===== config.mk =====
export PLATFORM = sky130hd
export DESIGN_NAME = swir_key
export DESIGN_NICKNAME = d
export VERILOG_FILES = /design/src/sv/swir_pkg.sv /design/src/sv/swir_key.sv
export SDC_FILE = /design/constraint.sdc
export NUM_CORES = 1
export LEC_CHECK = 0
export BUFFER_PORTS_ARGS = -buffer_cell sky130_fd_sc_hd__buf_2
export CAP_MARGIN = 5
export CORE_MARGIN = 4
export CORE_UTILIZATION = 25
export DETAILED_ROUTE_END_ITERATION = 12
export GPL_TIMING_DRIVEN = 0
export MAX_ROUTING_LAYER = met4
export PLACE_DENSITY_LB_ADDON = 0.15
export SLEW_MARGIN = 0
export SYNTH_ARGS = -nofsm -noshare
export SYNTH_HDL_FRONTEND = slang
export SYNTH_SLANG_ARGS = --single-unit

===== constraint.sdc =====
create_clock -name clk -period 5.1 [get_ports clk]
set_input_delay 1.275 -clock clk [delete_from_list [all_inputs] [get_ports clk]]
set_output_delay 1.275 -clock clk [all_outputs]
set_load 0.005 [all_outputs]

===== src/sv/swir_pkg.sv =====
// shared types and constants of the synapse weight index resolver
package swir_pkg;

    localparam int DIVIDEND_W = 64;
    localparam int DIV_BITS   = 4;
    localparam int DIV_STAGES = DIVIDEND_W / DIV_BITS;

    localparam logic [2:0] REG_NEURON_COUNT    = 3'd0;
    localparam logic [2:0] REG_POST_ROW_LAYOUT = 3'd1;
    localparam logic [2:0] REG_COLUMN_COUNT    = 3'd2;
    localparam logic [2:0] REG_WINDOW_BASE     = 3'd3;
    localparam logic [2:0] REG_CORE_NUMBER     = 3'd4;

    typedef struct packed {
        logic [DIVIDEND_W-1:0] num;
        logic [15:0]           rem;
        logic [15:0]           pre_sel;
        logic [15:0]           post;
        logic                  ok;
        logic                  need_div;
    } div_item_t;

    typedef struct packed {
        logic        valid_res;
        logic [15:0] req_pre_index;
        logic [15:0] req_post_index;
        logic [31:0] weight_key;
    } result_t;

endpackage


===== src/sv/swir_key.sv =====
// weight key multiply and add, last stage is the output register
module swir_key #(
    parameter logic [15:0] IDX_MASK = 16'hFFFF
) (
    input  logic                clk,
    input  logic                rst_n,
    input  logic                in_valid,
    output logic                in_ready,
    input  swir_pkg::div_item_t in_item,
    input  logic [15:0]         neuron_count,
    input  logic                post_row_layout,
    input  logic [15:0]         column_count,
    output logic                out_valid,
    input  logic                out_ready,
    output swir_pkg::result_t   out_res
);
    import swir_pkg::*;

    typedef struct packed {
        logic [31:0] prod;
        logic [15:0] addend;
        logic [15:0] pre;
        logic [15:0] post;
        logic        ok;
    } mul_t;

    logic    va_reg;
    mul_t    a_reg;
    mul_t    a_next;
    logic    vb_reg;
    result_t b_reg;
    result_t b_next;
    logic    ena;
    logic    enb;
    logic [15:0] pre_idx;

    assign enb      = !vb_reg || out_ready;
    assign ena      = !va_reg || enb;
    assign in_ready = ena;

    always_comb
    begin
        pre_idx = in_item.need_div ? in_item.rem : in_item.pre_sel;
        a_next.pre  = pre_idx;
        a_next.post = in_item.post;
        a_next.ok   = in_item.ok;
        if (post_row_layout)
        begin
            a_next.prod   = {16'd0, in_item.post} * {16'd0, column_count};
            a_next.addend = pre_idx;
        end
        else
        begin
            a_next.prod   = {16'd0, pre_idx} * {16'd0, neuron_count};
            a_next.addend = in_item.post;
        end
    end

    always_comb
    begin
        b_next.valid_res      = a_reg.ok;
        b_next.req_pre_index  = a_reg.ok ? (a_reg.pre & IDX_MASK) : 16'd0;
        b_next.req_post_index = a_reg.ok ? (a_reg.post & IDX_MASK) : 16'd0;
        b_next.weight_key     = a_reg.ok ? (a_reg.prod + {16'd0, a_reg.addend}) : 32'd0;
    end

    always_ff @(posedge clk or negedge rst_n)
    begin
        if (!rst_n)
        begin
            va_reg <= 1'b0;
            vb_reg <= 1'b0;
        end
        else
        begin
            if (ena)
            begin
                va_reg <= in_valid;
            end
            if (enb)
            begin
                vb_reg <= va_reg;
            end
        end
    end

    always_ff @(posedge clk)
    begin
        if (ena && in_valid)
        begin
            a_reg <= a_next;
        end
        if (enb && va_reg)
        begin
            b_reg <= b_next;
        end
    end

    assign out_valid = vb_reg;
    assign out_res   = b_reg;

endmodule


==> flow_summary.json <==
{
  "tns_ns": -38.10,
  "drv_slew": 0,
  "firstDrtPassIters": 5,
  "finalSetupViolations": 26,
  "fin_ws_ns": -2.094,
  "slew_headroom": 0.3755,
  "cp_num_buf_inv": 7,
  "synth_top_cell_by_area": "fa_1",
  "synthSimpleGateAreaFrac": 0.1655,
  "antenna_found_initial": 6,
  "path_max_fanout": 8,
  "synth.cell_area_mm2": 0.02336,
  "synth_nets": 3177,
  "drtIter0Drc": 922,
  "dp_cells": 3809,
  "die_w_um": 313.7,
  "timing_hold_violations_final": 0,
  "required_ns": 5.31,
  "hold_path.class": "reg -> reg",
  "synth_top_family_by_area": "adder cells",
  "grt_pass1_wl_um": 121400,
  "synth_xor_area_frac": 0.02362,
  "port_buffers": 151,
  "die_h_um": 313.7,
  "wirelength_um": 78860,
  "ant_nets": 0,
  "synthArstFlopShare": 0.01351,
  "endpoint_kind": "register",
  "die_area_mm2": 0.09840,
  "crit_slowest_cell": "fa_1",
  "via_per_inst": 4.501,
  "grt_use_total": 0.1689,
  "rsz0062_at_grt": "true",
  "critPathMostFrequentCell": "fa_1",
  "synth_seq_cells": 148,
  "cts_tree": "yes",
  "dp_hpwl_um": 62060,
  "core_area_mm2": 0.09222,
  "synth_adder_area_share": 0.4533,
  "fin_skew_ns": 0.01905,
  "period_share": 1.411,
  "r2r-start": "a_reg[33]",
  "num_vias": 17610,
  "synth_compound_area_frac": 0.06604,
  "start_kind": "input port",
  "io_pins": 218,
  "clk_path_buf_depth": 2,
  "r2r_slack_ns": 1.49,
  "htreeDepth": 4,
  "use_met1": 0.2199,
  "clock_sinks": 148,
  "rows": 111,
  "cts_root_buf": "clkbuf_16",
  "hold_buffers": 0,
  "grt_max_degree": 52,
  "drc": 0,
  "cts_buffers": 17,
  "synth_edf_count": 146,
  "r2r_cells": 12,
  "cap_violations": 0,
  "avgSynthCellArea_um2": 9.681,
  "syn_to_final_growth_pct": 22.44,
  "r2r-end": "out_res[20]",
  "max_freq_mhz": 139.0,
  "globalplace.congestion": 0.8499,
  "violations": "setup timing",
  "synthTopCellsByCount": "inv_1, fa_1, nand2_1",
  "grt.busiest_layer": "met2",
  "grt-ovfl-total": 0,
  "ys_seq_area_frac": 0.1898,
  "fin_cells": 3913,
  "cp_top_family": "adder cells",
  "clk_latency_ns": 0.47,
  "cp_num_cells": 25,
  "synth_top_area_share": 0.3334,
  "largest_reg_flops": 81,
  "startpoint": "in_item[0]",
  "worstMarginPinSlew_ns": 0.9367,
  "muxShareOfSynthArea": 0.01521,
  "gr-usage-met3": 0.02472,
  "critPathMaxStageDelay_ns": 0.55,
  "ys.warnings.count": 0,
  "start_util": 0.2533,
  "fill_cells": 9726,
  "run_status": "finished with violations",
  "grt_util_met2": 0.2832,
  "fin_nets": 3418,
  "arrival_ns": 7.41,
  "drive_above_1_share": 0.1987,
  "synthMostInstantiatedCell": "inv_1",
  "critPathCapture": "a_reg[80]",
  "synthCells": 2413,
  "path_clk_slew_ns": 0.07,
  "first_global_vias": 19530,
  "layout_min_cycle_time_ns": 7.194,
  "synth_cell_type_count": 66,
  "synth_ff_type": "edfxtp_1",
  "path_class": "in -> reg",
  "wl_per_cell_um": 20.15,
  "ys_top_cells_by_area": "fa_1, edfxtp_1, ha_1, and2_1, inv_1"
}
[logic make-up after synthesis]
| group | count (synthesis) |
|---|---|
| AND/OR/NAND/NOR | 793 |
| adder cells (fa/ha/maj) | 613 |
| flip-flops | 148 |
| AO/OA/AOI/OAI | 226 |
| multiplexers | 32 |
| XOR/XNOR | 63 |
| buffers and inverters | 538 |
[through the flow]
stage	hold WS (ns)	utilization	instance area, um^2	setup slack [ns]
finish	0.5084	0.3101	28600	-2.094
global route	0.5373	0.3101	28600	-2.289
CTS	0.5186	0.3033	27970	-2.182
detailed placement	0.4996	0.2830	26100	-3.669
global placement	0.4623	0.2823	26040	-3.601
floorplan	0.4490	-	23730	-2.150
[worst reg2reg max path: stages, from the launching register on]
cell	delay [ns]
edfxtp_1	0.33
ha_1	0.19
inv_1	0.06
fa_1	0.37
nor2b_1	0.17
o21a_1	0.15
o21ai_1	0.12
a2111oi_0	0.73
o41a_1	0.32
a21o_1	0.37
nand4_1	0.17
xnor2_1	0.21
and2_1	0.18
[timing repair]
action / 4_1_cts / 5_1_grt
pin swaps: 92 / 94
buffers inserted: 46 / 26
resized for setup: 224 / 161
cloned: 1 / 0
endpoints found under the setup margin: 26 / 26
[cell type report]
class	count	area [um^2]	area share
flip-flops and latches	148	4434	0.1550
inverters	452	1702	0.05950
diodes	3	7.507	0.0002625
well taps	1243	1555	0.05438
repair buffers	224	1563	0.05464
clock buffers	18	429.2	0.01501
plain buffers	84	822.0	0.02874
clock inverters	14	178.9	0.006256
multi-input cells	1727	17910	0.6262
[how the worst min path moves through the flow]
stage / cells after the start / slack [ns] / endpoint / startpoint
3_3_place_gp: 1 / 0.46 / out_valid / va_reg
2_1_floorplan: 1 / 0.45 / out_valid / va_reg
5_1_grt: 1 / 0.54 / out_valid / va_reg
4_1_cts: 1 / 0.52 / out_valid / va_reg
3_5_place_dp: 1 / 0.50 / out_valid / va_reg
6_report: 1 / 0.51 / out_valid / va_reg
[metal layers]
| layer | up-vias | wire (um) | part of all wire |
|---|---|---|---|
| met1 | 9165 | 35380 | 0.45 |
| li1 | 8047 | - | - |
| met5 | - | 0 | 0 |
| met4 | 0 | 1255 | 0.016 |
| met2 | 352 | 38660 | 0.49 |
| met3 | 48 | 3572 | 0.045 |
[layout by cell type, fill, tap and decap left out, types with 32 or more instances in the layout]
master,count
nand2_1,317
xnor2_1,32
and2_1,259
ha_1,195
edfxtp_1,146
a21oi_1,52
buf_2,135
nor2_1,91
fa_1,372
inv_1,422
buf_4,59
Power is not shown: default switching activity piles up to over one toggle a cycle in this logic, so the estimate is an artifact.
