[config.mk]
export PLATFORM = sky130hd
export DESIGN_NAME = swir_rem_stage
export DESIGN_NICKNAME = d
export VERILOG_FILES = /design/src/sv/swir_pkg.sv /design/src/sv/swir_rem_stage.sv
export SDC_FILE = /design/constraint.sdc
export NUM_CORES = 1
export LEC_CHECK = 0
export BUFFER_PORTS_ARGS = -buffer_cell sky130_fd_sc_hd__buf_2
export CAP_MARGIN = 25
export CORE_MARGIN = 5
export CORE_UTILIZATION = 33
export DETAILED_ROUTE_END_ITERATION = 7
export PLACE_DENSITY = 0.62
export SYNTH_ARGS = -nofsm -noshare
export SYNTH_HDL_FRONTEND = slang
export SYNTH_SLANG_ARGS = --single-unit
export TNS_END_PERCENT = 20
[constraint.sdc]
create_clock -name clk -period 4.4 [get_ports clk]
set_input_delay 0.22 -clock clk [delete_from_list [all_inputs] [get_ports clk]]
set_output_delay 0.22 -clock clk [all_outputs]
set_load 0.05 [all_outputs]
[src/sv/swir_pkg.sv]
// shared types and constants of the synapse weight index resolver
package swir_pkg;

    localparam int DIVIDEND_W = 64;
    localparam int DIV_BITS   = 4;
    localparam int DIV_STAGES = DIVIDEND_W / DIV_BITS;

    localparam logic [2:0] REG_NEURON_COUNT    = 3'd0;
    localparam logic [2:0] REG_POST_ROW_LAYOUT = 3'd1;
    localparam logic [2:0] REG_COLUMN_COUNT    = 3'd2;
    localparam logic [2:0] REG_WINDOW_BASE     = 3'd3;
    localparam logic [2:0] REG_CORE_NUMBER     = 3'd4;

    typedef struct packed {
        logic [DIVIDEND_W-1:0] num;
        logic [15:0]           rem;
        logic [15:0]           pre_sel;
        logic [15:0]           post;
        logic                  ok;
        logic                  need_div;
    } div_item_t;

    typedef struct packed {
        logic        valid_res;
        logic [15:0] req_pre_index;
        logic [15:0] req_post_index;
        logic [31:0] weight_key;
    } result_t;

endpackage

[src/sv/swir_rem_stage.sv]
// one stage of the pipelined remainder unit, DIV_BITS (4) dividend bits per stage
module swir_rem_stage (
    input  logic                clk,
    input  logic                rst_n,
    input  logic                in_valid,
    output logic                in_ready,
    input  swir_pkg::div_item_t in_item,
    input  logic [15:0]         divisor,
    output logic                out_valid,
    input  logic                out_ready,
    output swir_pkg::div_item_t out_item
);
    import swir_pkg::*;

    logic      v_reg;
    div_item_t item_reg;
    div_item_t item_next;
    logic      en;

    assign en       = !v_reg || out_ready;
    assign in_ready = en;

    // restoring remainder steps, msb first
    always_comb
    begin
        logic [15:0]           r;
        logic [DIVIDEND_W-1:0] n;
        logic [16:0]           t;
        r = in_item.rem;
        n = in_item.num;
        t = 17'd0;
        for (int k = 0; k < DIV_BITS; k++)
        begin
            t = {r, n[DIVIDEND_W-1]};
            n = {n[DIVIDEND_W-2:0], 1'b0};
            if (t >= {1'b0, divisor})
            begin
                t = t - {1'b0, divisor};
            end
            r = t[15:0];
        end
        item_next     = in_item;
        item_next.num = n;
        item_next.rem = r;
    end

    always_ff @(posedge clk or negedge rst_n)
    begin
        if (!rst_n)
        begin
            v_reg <= 1'b0;
        end
        else if (en)
        begin
            v_reg <= in_valid;
        end
    end

    always_ff @(posedge clk)
    begin
        if (en && in_valid)
        begin
            item_reg <= item_next;
        end
    end

    assign out_valid = v_reg;
    assign out_item  = item_reg;

endmodule

==> results of run 1 <==
==> flip-flops by register name, indices dropped and copies added, names as in the netlist <==
| name | count |
|---|---|
| out_item | 110 |
| out_valid | 1 |
==> cells in the final DEF, fill, tap and decap left out, types with 5 or more instances in the layout <==
| cell type | count |
|---|---|
| a21o_1 | 12 |
| a21oi_1 | 35 |
| a21oi_2 | 8 |
| buf_2 | 244 |
| buf_4 | 259 |
| buf_6 | 6 |
| clkbuf_16 | 9 |
| edfxtp_1 | 110 |
| ha_1 | 51 |
| ha_4 | 12 |
| inv_1 | 35 |
| mux2_2 | 27 |
| mux2_4 | 17 |
| mux2i_1 | 5 |
| nand2_1 | 23 |
| nand2b_1 | 10 |
| nand3_1 | 8 |
| nand4_1 | 10 |
| nor2_1 | 36 |
| nor2b_1 | 7 |
| nor3_1 | 7 |
| o21a_1 | 14 |
| o21ai_0 | 22 |
| o21ai_2 | 6 |
| xnor2_1 | 30 |
| xor2_1 | 13 |
==> worst paths after layout <==
path / from / end / cells after the start
worst max-delay path: divisor[1] / out_item[49]$_DFFE_PP_ / 47
worst min-delay path: in_item[18] / out_item[18]$_DFFE_PP_ / 1
worst max register to register: out_valid$_DFFE_PN0N_ / out_item[38]$_DFFE_PP_ / 3
worst min register to register: out_valid$_DFFE_PN0N_ / out_valid$_DFFE_PN0N_ / 2
max in group asynchronous: rst_n / out_valid$_DFFE_PN0N_ / 2
min in group asynchronous: rst_n / out_valid$_DFFE_PN0N_ / 2
==> where the power goes <==
group | internal [mW] | switching, mW | leakage, nW
registers | 1.43 | 0.0377 | 1.06
clock network | 0.410 | 0.415 | 0.151
logic | 3.37 | 2.73 | 4.08
total | 5.22 | 3.18 | 5.28
==> layout make-up <==
cell class / count / share of cell area [%]
multi-input cells: 453 / 35.4
well taps: 280 / 3.04
clock buffers: 9 / 1.96
clock inverters: 7 / 0.750
inverters: 37 / 1.24
repair buffers: 513 / 28.7
flip-flops and latches: 111 / 28.9
diodes: 1 / 0.0217
==> stage by stage <==
stage / hold WS [ns] / power [mW] / worst slack, ns
finish: 0.0425 / 8.40 / -3.48
global route: 0.0253 / 8.99 / -3.77
CTS: 0.0308 / 8.26 / -3.29
detailed placement: -0.00290 / 6.81 / -3.96
global placement: -0.00472 / 6.73 / -3.75
floorplan: -0.0756 / 4.90 / -3.89
==> routing by layer <==
metal,wire (µm),vias up
met5,49,-
met4,821,6
met3,1620,48
met2,12000,237
met1,9290,3139
li1,-,3320
==> repair_timing <==
item	in CTS	in global routing
cloned	1	0
buffers inserted	36	11
endpoints found under the hold margin	1	0
hold buffers	1	0
gates resized for setup	49	26
pin swaps	18	27
endpoints found under the setup margin	16	16
==> logic make-up (layout without fill, tap and decap cells) <==
| family | count (synthesis) | count (layout) |
|---|---|---|
| XOR/XNOR | 43 | 43 |
| multiplexers | 52 | 52 |
| flip-flops | 111 | 111 |
| other | 1 | 5 |
| AND/OR/NAND/NOR | 139 | 139 |
| adder cells (fa/ha/maj) | 68 | 68 |
| buffers and inverters | 48 | 566 |
| AO/OA/AOI/OAI | 147 | 147 |
==> results.toml, run 1 <==
[min_path]
hp-class = "input pin to register"

[global_routing]
antenna_found_initial = 4
grt.busiest_layer = "met2"
grt_use_met1_pct = 21.3
grt-ovfl-total = 0
grt_max_degree = 50
grtUsageMet2_pct = 33.7
grt_pass1_wl_mm = 35.8
met3_usage_pct = 3.30
grt_pass1_vias = 6867
track_usage_pct = 18.4

[synthesis]
synth.ff_latch_count = 111
muxShareOfSynthArea_pct = 8.51
yosysMostFrequentCell = "edfxtp_1"
synth-xor-area-share_pct = 5.26
syn_area_um2 = 7160
synth_top_family_by_area = "compound AO/OA/AOI/OAI gates"
synth_edf_count = 110
ys_async_sr_fraction_pct = 0.901
yosys-top-cells-count = "edfxtp_1, ha_1, a21oi_1"
yosysTopAreaCellShare_pct = 46.1
synth_compound_area_share_pct = 14.3
ys_seq_area_share_pct = 46.5
synth_simple_gate_area_share_pct = 9.87
synthCells = 609
synth_area_leader_cell = "edfxtp_1"
syn_avg_cell_area_um2 = 11.8
ys_warn_count = 0
synth_cell_type_count = 69
synthTopCellsByArea = "edfxtp_1, ha_1, mux2_2"
synth_adder_area_share_pct = 12.3
synth_top_flop_cell = "edfxtp_1"

[timing]
setup_ws_ns = -3.48
rsz0062_at_grt = "yes"
max_freq_mhz = 127
finalSetupTns_ns = -54.66
slew_violations = 0
worst_pin_slew_ns = 0.642
period_share_pct = 179
relSlewSlack_pct = 57.2
finalSetupViolations = 16
finClkSkew_ns = 0.00931
layout_min_cycle_time_ns = 7.88
hold_viol = 0

[route]
drt_iter0_drc = 354
drc_errors = 0
vias_per_cell = 4.78
via_count = 6750
drt_first_pass_iters = 4
drtAntennaViolNets = 0
routedWlPerCell_um = 16.8
routed_wirelength_mm = 23.7

[floorplanning]
coreArea_um2 = 21600
dieWidth_um = 157
row_count = 54
dieArea_um2 = 24700
dieHeight_um = 157
start_util_pct = 33.1
ioPinCount = 250

[critical_path]
crit_type = "input pin to register"
cp_top_family = "compound AO/OA/AOI/OAI gates"
cp_slowest_cell = "o311ai_4"
crit_top_cell = "buf_4"
crit_required_ns = 4.49
critical_path_arrival_ns = 7.97
critical_path_peak_fanout = 8
cp-start-kind = "input pin"
end_kind = "register"
reg2reg_slack_ns = 2.66
max_stage_delay_ns = 0.32
path_buf_inv = 21

[clocking]
clockRootBuffer = "clkbuf_16"
cts.htree.levels = 3
clock_latency_ns = 0.34
cts_tree = "built"
clk_pin_slew_worst_paths_ns = 0.09
clock_path_buffers = 2
cts_buffers = 9
clock_sinks = 111

[placement]
place_inst = 1346
gp_congestion = 0.918
dp.final_hpwl_mm = 19.5
dpl-instance-area_um2 = 10400
io_buffer_count = 245

[finish]
multiInputGateArea_um2 = 4070
fillCellCount = 1913
nNetsFinal = 1327
design_area_um2 = 11500
final_cell_count_no_fill = 1411
final_core_util_pct = 53.3
layout-drive-gt1-share_pct = 57.3
area_growth_pct = 60.8
ff_latch_area_um2 = 3330

[outcome]
outcome = "finished, violations left"
failed_checks = "setup timing"

[power]
vdd_drop_max_mv = 0.424
power_leakage_nw = 5.28
power_density_nw_per_um2 = 730

[flow_run]
drv_cap = 0
No activity file was read; power rests on OpenSTA's default activity.
==> inputs of run 2 (changes only) <==
--- a/config.mk
+++ b/config.mk
@@ -5,8 +5,8 @@
 export SDC_FILE = /design/constraint.sdc
 export NUM_CORES = 1
 export LEC_CHECK = 0
-export BUFFER_PORTS_ARGS = -buffer_cell sky130_fd_sc_hd__buf_2
-export CAP_MARGIN = 25
+export BUFFER_PORTS_ARGS = -buffer_cell sky130_fd_sc_hd__buf_4
+export CAP_MARGIN = 20
 export CORE_MARGIN = 5
 export CORE_UTILIZATION = 33
 export DETAILED_ROUTE_END_ITERATION = 7
==> run 2 against run 1 <==
  * The flow still finishes with violations (setup timing)
  * Flip-flop and latch count unchanged
  * Clock skew up 0.0022 ns
  * Total power up 0.88%
  * Clock power down 2.5%
  * Critical path depth unchanged
  * Final area up 4.7%
  * Routed wire length about the same
  * First-iteration DRC count down 25%
  * Highest routed layer is now met4
  * Hold slack better by 0.0032 ns
  * Combinational power up 1%
  * Largest power group unchanged
  * Register-to-register slack worse by 0.31 ns
==> results.toml, run 2 (synthesis results as in run 1) <==
[timing]
whs_ns = 0.0457
max_freq_mhz = 128
finClkSkew_ns = 0.0115
slew_violations = 0
rsz0062_at_grt = "yes"
layout_min_cycle_time_ns = 7.80
hold_viol = 0
period_share_pct = 177
worst_pin_slew_ns = 0.869
finalSetupViolations = 16
relSlewSlack_pct = 42.1
setup_ws_ns = -3.40

[global_routing]
antenna_found_initial = 0
grt_pass1_wl_mm = 35.4
track_usage_pct = 18.3
grt_max_degree = 66
grt-ovfl-total = 0
grt_pass1_vias = 6648

[finish]
final_cell_count_no_fill = 1393
largest_reg_flops = 110
nNetsFinal = 1310
fillCellCount = 1870
final_core_util_pct = 55.8
layout-drive-gt1-share_pct = 57.4
area_growth_pct = 68.4
antenna_cells = 0
mostFrequentLayoutCells = "buf_4, edfxtp_1, ha_1"
layout_commonest_cell = "buf_4"

[critical_path]
end_kind = "register"
max_stage_delay_ns = 0.34
cp-startpoint = "divisor[1]"
cp_top_family = "compound AO/OA/AOI/OAI gates"
path_buf_inv = 20
critical_path_arrival_ns = 7.88
r2r_start = "out_valid$_DFFE_PN0N_"
crit_top_cell = "buf_4"
crit_type = "input pin to register"
crit_required_ns = 4.48
cp_slowest_cell = "o311ai_4"
critical_path_peak_fanout = 8
cp-start-kind = "input pin"

[floorplanning]
coreArea_um2 = 21600
ioPinCount = 250
start_util_pct = 33.1
dieHeight_um = 157
dieArea_um2 = 24700
dieWidth_um = 157
row_count = 54

[route]
drt_iter0_drc = 264
highest_layer = "met4"
drc_errors = 0
drtAntennaViolNets = 0
wl_met1_mm = 9.33
routedWlPerCell_um = 17.1
via_count = 6564
wl_met2_mm = 12.2
drt_first_pass_iters = 4
routed_wirelength_mm = 23.8
met3_length_mm = 1.59
vias_per_cell = 4.71

[placement]
dp.final_hpwl_mm = 19.5
io_buffer_count = 245
gp_congestion = 0.886
place_inst = 1341

[flow_run]
drv_cap = 0

[min_path]
hold_start = "in_item[90]"
hp-class = "input pin to register"

[clocking]
clock_latency_ns = 0.34
clk_pin_slew_worst_paths_ns = 0.09
cts.htree.levels = 3
cts_tree = "built"
clockRootBuffer = "clkbuf_16"
clock_sinks = 111
clock_path_buffers = 2
cts_buffers = 9

[power]
power_leakage_nw = 5.41
power_density_nw_per_um2 = 703
vdd_drop_max_mv = 0.469

[outcome]
outcome = "finished, violations left"
failed_checks = "setup timing"
-- run 2: power by group --
group	leakage [nW]	internal (mW)	switching [mW]
logic	4.21	3.47	2.73
clock network	0.146	0.408	0.396
registers	1.06	1.43	0.0388
-- run 2: path summary, 6_finish.rpt --
path	endpoint	slack (ns)	depth (start not counted)
setup / recovery	out_item[35]$_DFFE_PP_	-3.40	47
hold / removal	out_item[94]$_DFFE_PP_	0.05	1
setup reg to reg	out_item[102]$_DFFE_PP_	2.35	3
hold reg to reg	out_valid$_DFFE_PN0N_	0.56	2
max in group asynchronous	out_valid$_DFFE_PN0N_	4.11	2
min in group asynchronous	out_valid$_DFFE_PN0N_	0.21	2
-- run 2: layout make-up --
| type | count | area, µm² | share of cell area [%] |
|---|---|---|---|
| Inverter | 37 | 146 | 1.21 |
| Clock inverter | 7 | 80.1 | 0.664 |
| Clock buffer | 9 | 225 | 1.87 |
| Timing Repair Buffer | 496 | 3810 | 31.6 |
| Tap cell | 280 | 350 | 2.91 |
| Sequential cell | 111 | 3330 | 27.6 |
| Multi-Input combinational cell | 453 | 4120 | 34.1 |
-- run 2: per-stage QoR --
stage / TNS [ns] / power [mW] / worst slack (ns) / instance area [µm²]
after floorplan: -61.46 / 4.90 / -3.89 / 7300
after global placement: -60.00 / 6.80 / -3.79 / 11000
final: -54.05 / 8.47 / -3.40 / 12100
after detailed placement: -63.03 / 6.88 / -3.99 / 11000
after CTS: -52.39 / 8.29 / -3.32 / 11800
after global routing: -59.19 / 9.05 / -3.72 / 12100
-- run 2: per-layer routing --
layer	vias to the layer above	GRT usage, %
li1	3285	-
met1	3049	21.5
met2	201	34.0
met3	29	2.94
met4	0	5.82
met5	-	0
-- run 2: worst register-to-register path: stages, from the launching register on --
cell and delay [ns]:
dfrtp_1 0.38, nand2b_1 0.12, and2_4 0.70, buf_4 0.51
-- run 2: repair_timing --
| action | 4_1_cts | 5_1_grt |
|---|---|---|
| pin swaps | 27 | 17 |
| setup buffers | 30 | 5 |
| endpoints found under the setup margin | 16 | 16 |
| endpoints found under the hold margin | 1 | 0 |
| cloned | 1 | 0 |
| hold buffers | 1 | 0 |
| gates resized for setup | 54 | 35 |
